### src/assert_macros.svh
// assertion macros shared by the blit engine modules
`ifndef ASSERT_MACROS_SVH
`define ASSERT_MACROS_SVH

// property must hold at every clock edge outside reset
`define CRFB_ASSERT(name, clk, rst, prop, msg) \
   name: assert property (@(posedge clk) disable iff (rst) prop) \
      else $error(msg);

// condition must never be seen outside reset
`define CRFB_NEVER(name, clk, rst, cond, msg) \
   name: assert property (@(posedge clk) disable iff (rst) !(cond)) \
      else $error(msg);

`endif

### src/crfb_pkg.sv
// shared types, codes and widths of the clipped rectangle fill and blit engine
package crfb_pkg;

   localparam int ADDR_BITS      = 48;
   localparam int COORD_BITS     = 16;
   localparam int COLOR_BITS     = 32;
   localparam int SEQ_BITS       = 32;
   localparam int CSR_INDEX_BITS = 3;
   localparam int OFF_BITS       = 2 * COORD_BITS + 1;

   localparam logic OP_CMD  = 1'b0;
   localparam logic OP_STEP = 1'b1;

   localparam logic [1:0] KIND_FILL = 2'd0;
   localparam logic [1:0] KIND_BLIT = 2'd1;
   localparam logic [1:0] KIND_FLIP = 2'd2;
   localparam logic [1:0] KIND_BAD  = 2'd3;

   localparam logic [1:0] ACC_NONE = 2'd0;
   localparam logic [1:0] ACC_FILL = 2'd1;
   localparam logic [1:0] ACC_COPY = 2'd2;

   localparam logic [2:0] ST_OK        = 3'd0;
   localparam logic [2:0] ST_NOT_READY = 3'd1;
   localparam logic [2:0] ST_BAD_KIND  = 3'd2;
   localparam logic [2:0] ST_BUSY      = 3'd3;
   localparam logic [2:0] ST_IDLE_STEP = 3'd4;

   localparam logic [CSR_INDEX_BITS-1:0] CSR_FB_BASE   = CSR_INDEX_BITS'(0);
   localparam logic [CSR_INDEX_BITS-1:0] CSR_FB_WIDTH  = CSR_INDEX_BITS'(1);
   localparam logic [CSR_INDEX_BITS-1:0] CSR_FB_HEIGHT = CSR_INDEX_BITS'(2);
   localparam logic [CSR_INDEX_BITS-1:0] CSR_FB_STRIDE = CSR_INDEX_BITS'(3);

   typedef struct packed {
      logic                  opcode;
      logic [1:0]            kind;
      logic [COORD_BITS-1:0] rect_x;
      logic [COORD_BITS-1:0] rect_y;
      logic [COORD_BITS-1:0] rect_w;
      logic [COORD_BITS-1:0] rect_h;
      logic [COLOR_BITS-1:0] fill_color;
      logic [ADDR_BITS-1:0]  dest_addr;
      logic [ADDR_BITS-1:0]  source_addr;
      logic [COORD_BITS-1:0] pitch;
   } req_type;

   typedef struct packed {
      logic [1:0]            access_kind;
      logic [ADDR_BITS-1:0]  write_addr;
      logic [ADDR_BITS-1:0]  read_addr;
      logic [COLOR_BITS-1:0] write_data;
      logic                  last;
      logic [2:0]            status;
      logic [SEQ_BITS-1:0]   sequence_res;
   } rsp_type;

   typedef struct packed {
      logic                      en;
      logic [CSR_INDEX_BITS-1:0] index;
      logic [ADDR_BITS-1:0]      data;
   } csr_wr_type;

   typedef struct packed {
      logic [ADDR_BITS-1:0]  fb_base;
      logic [COORD_BITS-1:0] fb_width;
      logic [COORD_BITS-1:0] fb_height;
      logic [COORD_BITS-1:0] fb_stride;
   } cfg_type;

   typedef struct packed {
      logic                  ready;
      logic                  go;
      logic                  flip_load;
      logic [COORD_BITS-1:0] clip_w;
      logic [COORD_BITS-1:0] clip_h;
      logic [COORD_BITS-1:0] dst_pitch;
      logic [ADDR_BITS-1:0]  dst_start;
   } clip_type;

endpackage

### src/clipped_rect_fill_blit_engine_top.sv
// top level: input and result registers around the blit engine core
// Takes one item per clock unless the result side stalls and returns exactly
// one result per item. A command item is checked and clipped; one that passes
// the busy, ready and kind checks gets a nonzero 32-bit sequence number. Each
// step item after an accepted fill or blit yields one pixel access in
// row-major order, with last set on the final pixel. The pixel walk keeps
// running row addresses and adds one column offset per step, so steps issue
// back to back at one per clock unless stalled. The input register and the
// rsp_ result register each hold one transfer, so both sides may stall freely.
// Framebuffer registers are written through csr_ and must only change while
// no command is walking and no result is outstanding.
module clipped_rect_fill_blit_engine_top (
   input  logic                                clock,
   input  logic                                reset,
   input  logic                                req_valid,
   output logic                                req_stall,
   input  logic                                req_opcode,
   input  logic [1:0]                          req_kind,
   input  logic [crfb_pkg::COORD_BITS-1:0]     req_rect_x,
   input  logic [crfb_pkg::COORD_BITS-1:0]     req_rect_y,
   input  logic [crfb_pkg::COORD_BITS-1:0]     req_rect_w,
   input  logic [crfb_pkg::COORD_BITS-1:0]     req_rect_h,
   input  logic [crfb_pkg::COLOR_BITS-1:0]     req_fill_color,
   input  logic [crfb_pkg::ADDR_BITS-1:0]      req_dest_addr,
   input  logic [crfb_pkg::ADDR_BITS-1:0]      req_source_addr,
   input  logic [crfb_pkg::COORD_BITS-1:0]     req_pitch,
   output logic                                rsp_valid,
   input  logic                                rsp_stall,
   output logic [1:0]                          rsp_access_kind,
   output logic [crfb_pkg::ADDR_BITS-1:0]      rsp_write_addr,
   output logic [crfb_pkg::ADDR_BITS-1:0]      rsp_read_addr,
   output logic [crfb_pkg::COLOR_BITS-1:0]     rsp_write_data,
   output logic                                rsp_last,
   output logic [2:0]                          rsp_status,
   output logic [crfb_pkg::SEQ_BITS-1:0]       rsp_sequence_res,
   input  logic                                csr_we,
   input  logic [crfb_pkg::CSR_INDEX_BITS-1:0] csr_index,
   input  logic [crfb_pkg::ADDR_BITS-1:0]      csr_wdata
);

   crfb_pkg::req_type    in_ff;
   crfb_pkg::req_type    req_in;
   crfb_pkg::rsp_type    rsp_ff;
   crfb_pkg::rsp_type    rsp_in;
   crfb_pkg::csr_wr_type csr;
   logic                 in_valid_ff, in_valid_in;
   logic                 rsp_valid_ff, rsp_valid_in;
   logic                 out_free;
   logic                 proc_fire;
   logic                 req_take;

   assign req_in = '{opcode: req_opcode, kind: req_kind, rect_x: req_rect_x,
                     rect_y: req_rect_y, rect_w: req_rect_w, rect_h: req_rect_h,
                     fill_color: req_fill_color, dest_addr: req_dest_addr,
                     source_addr: req_source_addr, pitch: req_pitch};
   assign csr    = '{en: csr_we, index: csr_index, data: csr_wdata};

   // the result register frees up in the same cycle its transfer completes
   assign out_free  = !rsp_valid_ff || !rsp_stall;
   assign proc_fire = in_valid_ff && out_free;
   assign req_stall = in_valid_ff && !out_free;
   assign req_take  = req_valid && !req_stall;

   assign in_valid_in  = req_take || (in_valid_ff && !proc_fire);
   assign rsp_valid_in = proc_fire || (rsp_valid_ff && rsp_stall);

   crfb_core u_core (
      .clock     (clock),
      .reset     (reset),
      .csr       (csr),
      .proc_fire (proc_fire),
      .req       (in_ff),
      .rsp       (rsp_in)
   );

   always_ff @(posedge clock) begin
      if (reset) begin
         in_valid_ff  <= 1'b0;
         rsp_valid_ff <= 1'b0;
      end else begin
         in_valid_ff  <= in_valid_in;
         rsp_valid_ff <= rsp_valid_in;
      end
   end

   always_ff @(posedge clock) begin
      if (req_take) begin
         in_ff <= req_in;
      end
      if (proc_fire) begin
         rsp_ff <= rsp_in;
      end
   end

   assign rsp_valid        = rsp_valid_ff;
   assign rsp_access_kind  = rsp_ff.access_kind;
   assign rsp_write_addr   = rsp_ff.write_addr;
   assign rsp_read_addr    = rsp_ff.read_addr;
   assign rsp_write_data   = rsp_ff.write_data;
   assign rsp_last         = rsp_ff.last;
   assign rsp_status       = rsp_ff.status;
   assign rsp_sequence_res = rsp_ff.sequence_res;

`include "assert_macros.svh"

   `CRFB_ASSERT(a_take_fills_stage, clock, reset, req_take |=> in_valid_ff, "accepted transfer not held in input stage")
   `CRFB_ASSERT(a_fire_fills_result, clock, reset, proc_fire |=> rsp_valid_ff, "processed item produced no result")

endmodule

### src/crfb_clip.sv
// command check, clipping and start address of the first destination row
module crfb_clip (
   input  crfb_pkg::cfg_type  cfg,
   input  logic [crfb_pkg::ADDR_BITS-1:0] active_base,
   input  crfb_pkg::req_type  req,
   output crfb_pkg::clip_type clip
);

   logic [crfb_pkg::COORD_BITS-1:0]   dp;
   logic [crfb_pkg::ADDR_BITS-1:0]    dst;
   logic [crfb_pkg::COORD_BITS-1:0]   room_w;
   logic [crfb_pkg::COORD_BITS-1:0]   room_h;
   logic [crfb_pkg::COORD_BITS-1:0]   cw;
   logic [crfb_pkg::COORD_BITS-1:0]   ch;
   logic [2*crfb_pkg::COORD_BITS-1:0] prod;
   logic [crfb_pkg::OFF_BITS-1:0]     pix_off;
   logic                              base_ok;
   logic                              src_ok;
   logic                              in_range;

   always_comb begin
      dp  = (req.pitch != '0) ? req.pitch : cfg.fb_stride;
      dst = (req.dest_addr != '0) ? req.dest_addr : active_base;

      clip.ready = (cfg.fb_base != '0) && (cfg.fb_width != '0) &&
                   (cfg.fb_height != '0) && (cfg.fb_stride >= cfg.fb_width);

      base_ok  = (dp >= cfg.fb_width) && (dst != '0);
      src_ok   = (req.kind != crfb_pkg::KIND_BLIT) ||
                 ((req.source_addr != '0) && (req.pitch != '0));
      in_range = (req.rect_x < cfg.fb_width) && (req.rect_y < cfg.fb_height);

      // only meaningful when the origin lies inside the framebuffer
      room_w = cfg.fb_width - req.rect_x;
      room_h = cfg.fb_height - req.rect_y;
      cw     = (req.rect_w < room_w) ? req.rect_w : room_w;
      ch     = (req.rect_h < room_h) ? req.rect_h : room_h;

      clip.flip_load = base_ok && (req.kind == crfb_pkg::KIND_FLIP) &&
                       (req.dest_addr != '0);
      clip.go        = base_ok && (req.kind != crfb_pkg::KIND_FLIP) &&
                       (req.kind != crfb_pkg::KIND_BAD) && src_ok && in_range &&
                       (cw != '0) && (ch != '0);

      prod    = req.rect_y * dp;
      pix_off = {1'b0, prod} + {{(crfb_pkg::COORD_BITS + 1){1'b0}}, req.rect_x};

      clip.clip_w    = cw;
      clip.clip_h    = ch;
      clip.dst_pitch = dp;
      clip.dst_start = dst + crfb_pkg::ADDR_BITS'({pix_off, 2'b00});
   end

endmodule

### src/crfb_core.sv
// framebuffer registers, command state, pixel walk and result build
module crfb_core (
   input  logic                  clock,
   input  logic                  reset,
   input  crfb_pkg::csr_wr_type  csr,
   input  logic                  proc_fire,
   input  crfb_pkg::req_type     req,
   output crfb_pkg::rsp_type     rsp
);

   crfb_pkg::cfg_type                 cfg_ff;
   crfb_pkg::clip_type                clip;
   logic [crfb_pkg::ADDR_BITS-1:0]    active_base_ff, active_base_in;
   logic                              busy_ff, busy_in;
   logic                              copy_mode_ff, copy_mode_in;
   logic [crfb_pkg::COORD_BITS-1:0]   col_count_ff, col_count_in;
   logic [crfb_pkg::COORD_BITS-1:0]   row_count_ff, row_count_in;
   logic [crfb_pkg::COORD_BITS-1:0]   clip_w_ff, clip_w_in;
   logic [crfb_pkg::COORD_BITS-1:0]   clip_h_ff, clip_h_in;
   logic [crfb_pkg::COLOR_BITS-1:0]   color_latch_ff, color_latch_in;
   logic [crfb_pkg::ADDR_BITS-1:0]    row_dst_ff, row_dst_in;
   logic [crfb_pkg::ADDR_BITS-1:0]    row_src_ff, row_src_in;
   logic [crfb_pkg::COORD_BITS-1:0]   dst_pitch_ff, dst_pitch_in;
   logic [crfb_pkg::COORD_BITS-1:0]   src_pitch_ff, src_pitch_in;
   logic [crfb_pkg::SEQ_BITS-1:0]     seq_next_ff, seq_next_in;
   logic [crfb_pkg::SEQ_BITS-1:0]     seq_current_ff, seq_current_in;
   logic [crfb_pkg::SEQ_BITS-1:0]     seq_inc;
   logic [crfb_pkg::ADDR_BITS-1:0]    col_off;
   logic                              row_end;
   logic                              cmd_end;

   crfb_clip u_clip (
      .cfg         (cfg_ff),
      .active_base (active_base_ff),
      .req         (req),
      .clip        (clip)
   );

   always_comb begin
      active_base_in = active_base_ff;
      busy_in        = busy_ff;
      copy_mode_in   = copy_mode_ff;
      col_count_in   = col_count_ff;
      row_count_in   = row_count_ff;
      clip_w_in      = clip_w_ff;
      clip_h_in      = clip_h_ff;
      color_latch_in = color_latch_ff;
      row_dst_in     = row_dst_ff;
      row_src_in     = row_src_ff;
      dst_pitch_in   = dst_pitch_ff;
      src_pitch_in   = src_pitch_ff;
      seq_next_in    = seq_next_ff;
      seq_current_in = seq_current_ff;
      rsp            = '0;

      col_off = crfb_pkg::ADDR_BITS'({col_count_ff, 2'b00});
      row_end = (col_count_ff + 1'b1) == clip_w_ff;
      cmd_end = row_end && ((row_count_ff + 1'b1) == clip_h_ff);

      // sequence wraps past the all-ones value straight to one
      seq_inc = seq_next_ff + 1'b1;
      if (seq_inc == '0) begin
         seq_inc = crfb_pkg::SEQ_BITS'(1);
      end

      case (req.opcode)
         crfb_pkg::OP_STEP: begin
            if (!busy_ff) begin
               rsp.status = crfb_pkg::ST_IDLE_STEP;
            end else begin
               rsp.status       = crfb_pkg::ST_OK;
               rsp.sequence_res = seq_current_ff;
               rsp.write_addr   = row_dst_ff + col_off;
               if (copy_mode_ff) begin
                  rsp.access_kind = crfb_pkg::ACC_COPY;
                  rsp.read_addr   = row_src_ff + col_off;
               end else begin
                  rsp.access_kind = crfb_pkg::ACC_FILL;
                  rsp.write_data  = color_latch_ff;
               end
               if (!row_end) begin
                  col_count_in = col_count_ff + 1'b1;
               end else if (cmd_end) begin
                  rsp.last     = 1'b1;
                  busy_in      = 1'b0;
                  col_count_in = '0;
                  row_count_in = '0;
               end else begin
                  col_count_in = '0;
                  row_count_in = row_count_ff + 1'b1;
                  row_dst_in   = row_dst_ff +
                                 crfb_pkg::ADDR_BITS'({dst_pitch_ff, 2'b00});
                  row_src_in   = row_src_ff +
                                 crfb_pkg::ADDR_BITS'({src_pitch_ff, 2'b00});
               end
            end
         end
         default: begin
            rsp.last = 1'b1;
            if (busy_ff) begin
               rsp.status = crfb_pkg::ST_BUSY;
            end else if (!clip.ready) begin
               rsp.status = crfb_pkg::ST_NOT_READY;
            end else if (req.kind == crfb_pkg::KIND_BAD) begin
               rsp.status = crfb_pkg::ST_BAD_KIND;
            end else begin
               rsp.status       = crfb_pkg::ST_OK;
               rsp.sequence_res = seq_next_ff;
               seq_current_in   = seq_next_ff;
               seq_next_in      = seq_inc;
               if (clip.flip_load) begin
                  active_base_in = req.dest_addr;
               end
               if (clip.go) begin
                  rsp.last       = 1'b0;
                  busy_in        = 1'b1;
                  copy_mode_in   = (req.kind == crfb_pkg::KIND_BLIT);
                  col_count_in   = '0;
                  row_count_in   = '0;
                  clip_w_in      = clip.clip_w;
                  clip_h_in      = clip.clip_h;
                  color_latch_in = req.fill_color;
                  row_dst_in     = clip.dst_start;
                  row_src_in     = req.source_addr;
                  dst_pitch_in   = clip.dst_pitch;
                  src_pitch_in   = req.pitch;
               end
            end
         end
      endcase
   end

   always_ff @(posedge clock) begin
      if (reset) begin
         cfg_ff         <= '0;
         active_base_ff <= '0;
         busy_ff        <= 1'b0;
         copy_mode_ff   <= 1'b0;
         col_count_ff   <= '0;
         row_count_ff   <= '0;
         seq_next_ff    <= crfb_pkg::SEQ_BITS'(1);
         seq_current_ff <= '0;
      end else begin
         if (csr.en) begin
            unique case (csr.index)
               crfb_pkg::CSR_FB_BASE:   cfg_ff.fb_base <= csr.data;
               crfb_pkg::CSR_FB_WIDTH:
                  cfg_ff.fb_width <= csr.data[crfb_pkg::COORD_BITS-1:0];
               crfb_pkg::CSR_FB_HEIGHT:
                  cfg_ff.fb_height <= csr.data[crfb_pkg::COORD_BITS-1:0];
               crfb_pkg::CSR_FB_STRIDE:
                  cfg_ff.fb_stride <= csr.data[crfb_pkg::COORD_BITS-1:0];
               default: ;
            endcase
         end
         // a base write also moves the displayed frame
         if (csr.en && (csr.index == crfb_pkg::CSR_FB_BASE)) begin
            active_base_ff <= csr.data;
         end else if (proc_fire) begin
            active_base_ff <= active_base_in;
         end
         if (proc_fire) begin
            busy_ff        <= busy_in;
            copy_mode_ff   <= copy_mode_in;
            col_count_ff   <= col_count_in;
            row_count_ff   <= row_count_in;
            seq_next_ff    <= seq_next_in;
            seq_current_ff <= seq_current_in;
         end
      end
   end

   // latched command payload, only read while busy
   always_ff @(posedge clock) begin
      if (proc_fire) begin
         clip_w_ff      <= clip_w_in;
         clip_h_ff      <= clip_h_in;
         color_latch_ff <= color_latch_in;
         row_dst_ff     <= row_dst_in;
         row_src_ff     <= row_src_in;
         dst_pitch_ff   <= dst_pitch_in;
         src_pitch_ff   <= src_pitch_in;
      end
   end

`include "assert_macros.svh"

   `CRFB_NEVER(a_seq_never_zero, clock, reset, seq_next_ff == '0, "sequence counter hit zero")
   `CRFB_ASSERT(a_walk_in_rect, clock, reset, busy_ff |-> (col_count_ff < clip_w_ff) && (row_count_ff < clip_h_ff), "walk left the clipped rectangle")
   `CRFB_ASSERT(a_last_access_ends, clock, reset, proc_fire && rsp.last && (rsp.access_kind != crfb_pkg::ACC_NONE) |=> !busy_ff, "engine still busy after last access")
   `CRFB_ASSERT(a_start_sets_busy, clock, reset, proc_fire && (req.opcode == crfb_pkg::OP_CMD) && !busy_ff && !rsp.last |=> busy_ff, "accepted command did not start the walk")

endmodule

### config.mk
export PLATFORM = sky130hd
export DESIGN_NAME = clipped_rect_fill_blit_engine_top
export DESIGN_NICKNAME = d
export VERILOG_FILES = /design/src/crfb_pkg.sv /design/src/clipped_rect_fill_blit_engine_top.sv /design/src/crfb_clip.sv /design/src/crfb_core.sv
export VERILOG_INCLUDE_DIRS = /design/src /design/src/src
export SDC_FILE = /design/constraint.sdc
export NUM_CORES = 2
export LEC_CHECK = 0
export BUFFER_PORTS_ARGS = -buffer_cell sky130_fd_sc_hd__buf_2
export CORE_UTILIZATION = 35
export DETAILED_ROUTE_END_ITERATION = 8
export SLEW_MARGIN = 15
export SYNTH_ARGS = -nofsm -noshare
export SYNTH_HDL_FRONTEND = slang
export SYNTH_SLANG_ARGS = --single-unit
### constraint.sdc
create_clock -name clock -period 24.6 [get_ports clock]
set_input_delay 2.46 -clock clock [delete_from_list [all_inputs] [get_ports clock]]
set_output_delay 2.46 -clock clock [all_outputs]
set_load 0.05 [all_outputs]
==> results.json <==
{
  "status": "completed",
  "post_cts_resized": 0,
  "grt_pass1_wl_um": 251000,
  "ys_seq_area_frac": 0.429,
  "pin_count": 435,
  "cts.htree.levels": 3,
  "syn2layout_area_growth_pct": 14.7,
  "place_area_um2": 55400,
  "clock-root-buffer": "clkbuf_16",
  "critPathTopFamily": "adder cells",
  "cts_buffers": 93,
  "finalCritPeriodShare": 0.442,
  "path_clk_slew_ns": 0.06,
  "cts_sinks": 813,
  "synth_nets": 6009,
  "ys_seq_elements": 813,
  "drt_iter0_drc": 3339,
  "die_x_um": 384,
  "postCtsSetupRepairBufs": 0,
  "grt_max_degree": 97,
  "grt_antenna_before_repair": 35,
  "cts_buffer_depth": 3,
  "post-place-ws_ns": 13.99,
  "grt_usage": 0.226,
  "gp_congestion": 0.960,
  "drv_cap": 0,
  "slew_headroom": 0.211,
  "port_buffers": 434,
  "die-area_um2": 148000,
  "cp.arrival_ns": 11.31,
  "final_cells": 7565,
  "cts_tree": "yes",
  "async_flop_share": 0,
  "final_antenna_net_count": 0,
  "clock_latency_ns": 0.75,
  "synthFlopType": "edfxtp_1",
  "critPathMaxFanout": 16,
  "p_total_mw": 8.06,
  "finalSetupViolCount": 0,
  "grt_pass1_vias": 39346,
  "gr-max-usage-layer": "met2",
  "cp_common_cell": "fa_1",
  "crit_buf_inv": 4,
  "use_met3": 0.0409,
  "synth_edf_count": 569,
  "rsz0062_at_grt": "no",
  "timing.hold.ws_ns": 0.372,
  "num_vias": 40586,
  "syn_avg_cell_area_um2": 9.81,
  "crit_path_max_incr_delay_ns": 0.91,
  "power.density_nw_per_um2": 137,
  "design_area_um2": 58700,
  "rows": 139,
  "drive_above_1_share": 0.136,
  "peakVddDrop_mv": 0.377,
  "synthCells": 5217,
  "skew_ns": 0.0682,
  "wl_um": 170000,
  "synth_warnings": 0,
  "gr-total-overflow": 0,
  "core_um2": 144000,
  "critical_path_class": "reg -> reg",
  "met2_usage": 0.360,
  "max_freq_mhz": 92.1,
  "fin_ws_ns": 13.74,
  "fin_crit_ns": 10.86,
  "worst_slew_pin_slew_ns": 1.17,
  "hold_buffers": 0,
  "cpMaxStageDelayCell": "nor2b_1",
  "maxSlewViolCount": 0,
  "finalHoldViolations": 0,
  "start_util": 0.355,
  "cp.required_ns": 25.05,
  "post-place-cells": 7380,
  "synth.distinct_cells": 85,
  "min_path_type": "reg -> reg",
  "firstDrtPassIters": 6,
  "syn_area_um2": 51200,
  "wl_per_cell_um": 22.5,
  "final.setup.tns_ns": 0,
  "dp_hpwl_um": 132000,
  "end_kind": "flip-flop",
  "drc_errors": 0,
  "startpoint_type": "flip-flop",
  "num-nets-final": 6364,
  "via_per_inst": 5.36,
  "die_height_um": 384,
  "p_leak_nw": 23.5,
  "met1_usage": 0.306,
  "utilization": 0.407
}
==> routing by layer <==
metal / wire (µm) / share of wire / vias to the layer above
met2: 78000 / 0.46 / 1296
met3: 10700 / 0.063 / 268
met1: 75800 / 0.45 / 19857
li1: - / - / 19143
met5: 140 / 0.00082 / -
met4: 5440 / 0.032 / 22
==> worst reg2reg max path, delay by kind of cell, from the launching register on <==
kind / cells / cell delay (ns)
AO/OA/AOI/OAI: 6 / 2.31
XOR/XNOR: 2 / 0.27
adder cells (fa/ha/maj): 8 / 3.96
buffers and inverters: 4 / 0.70
flip-flops: 1 / 0.44
multiplexers: 1 / 0.08
AND/OR/NAND/NOR: 10 / 2.86
==> flip-flops by register name, indices dropped and copies added (netlist names), 32 cells and up <==
name	count
in_ff	211
u_core.cfg_ff	96
rsp_read_addr	48
rsp_write_addr	48
u_core.active_base_ff	48
u_core.row_dst_ff	48
u_core.row_src_ff	48
rsp_sequence_res	32
rsp_write_data	32
u_core.color_latch_ff	32
u_core.seq_current_ff	32
u_core.seq_next_ff	32
==> power by group <==
part / switching [mW] / internal [mW]
clock network: 0.632 / 0.847
registers: 0.0555 / 1.60
logic: 2.94 / 1.98
==> cell usage after synthesis (all sizes together) (13+ instances only) <==
library cell,count,share of area
or3,67,0.0082
o21bai,14,0.0021
o2111ai,14,0.0024
a21oi,431,0.042
mux2i,22,0.0043
and3,87,0.011
dfxtp,244,0.095
o21a,27,0.0040
xor2,106,0.018
nor2,396,0.029
nand2,677,0.050
a2111oi,21,0.0036
inv,415,0.030
nand2b,25,0.0031
ha,307,0.075
nand4,75,0.0092
xnor2,184,0.031
edfxtp,569,0.33
and2,52,0.0064
a22o,33,0.0056
nor4,100,0.013
buf,26,0.0025
o211ai,16,0.0023
or2,13,0.0016
mux2,69,0.015
o31ai,18,0.0026
nor2b,34,0.0042
and4,21,0.0036
o21ai,175,0.017
nor3,118,0.012
a31oi,29,0.0035
nand3,121,0.012
clkbuf,207,0.015
a211oi,35,0.0051
a21o,99,0.015
fa,218,0.085
==> final timing paths <==
path                            depth (start not counted)            startpoint  slack (ns)                            endpoint
worst min-delay path                                    0  in_ff[112]$_DFFE_PP_        0.37  u_core.color_latch_ff[0]$_DFFE_PP_
worst min register to register                          0  in_ff[112]$_DFFE_PP_        0.37  u_core.color_latch_ff[0]$_DFFE_PP_
worst max register to register                         31    in_ff[6]$_DFFE_PP_       13.74     u_core.row_dst_ff[38]$_DFFE_PP_
worst max-delay path                                   31    in_ff[6]$_DFFE_PP_       13.74     u_core.row_dst_ff[38]$_DFFE_PP_
==> cell families after synthesis <==
family | after synthesis | synth area share
XOR/XNOR | 290 | 0.0496
multiplexers | 91 | 0.0195
adder cells (fa/ha/maj) | 525 | 0.160
AND/OR/NAND/NOR | 1834 | 0.170
flip-flops | 813 | 0.429
buffers and inverters | 656 | 0.0487
AO/OA/AOI/OAI | 1008 | 0.122
==> cell usage in the layout (no fill, tap or decap), drive strengths merged, types with 99 or more instances in the layout <==
cell type	n
nor3	118
a21o	99
clkbuf	108
xor2	106
a21oi	431
xnor2	184
o21ai	175
nor4	100
nor2	396
dfxtp	244
edfxtp	569
fa	218
ha	307
inv	424
nand3	121
nand2	677
buf	493
==> layout make-up <==
class / instances / area (µm²)
Antenna cell: 13 / 32.5
Multi-Input combinational cell: 3748 / 26800
Sequential cell: 813 / 22000
Timing Repair Buffer: 493 / 2630
Inverter: 423 / 1590
Clock inverter: 64 / 842
Fill cell: 14190 / 85600
Clock buffer: 108 / 2420
Tap cell: 1903 / 2380
Note: power is estimated with default switching activity, not from simulation.
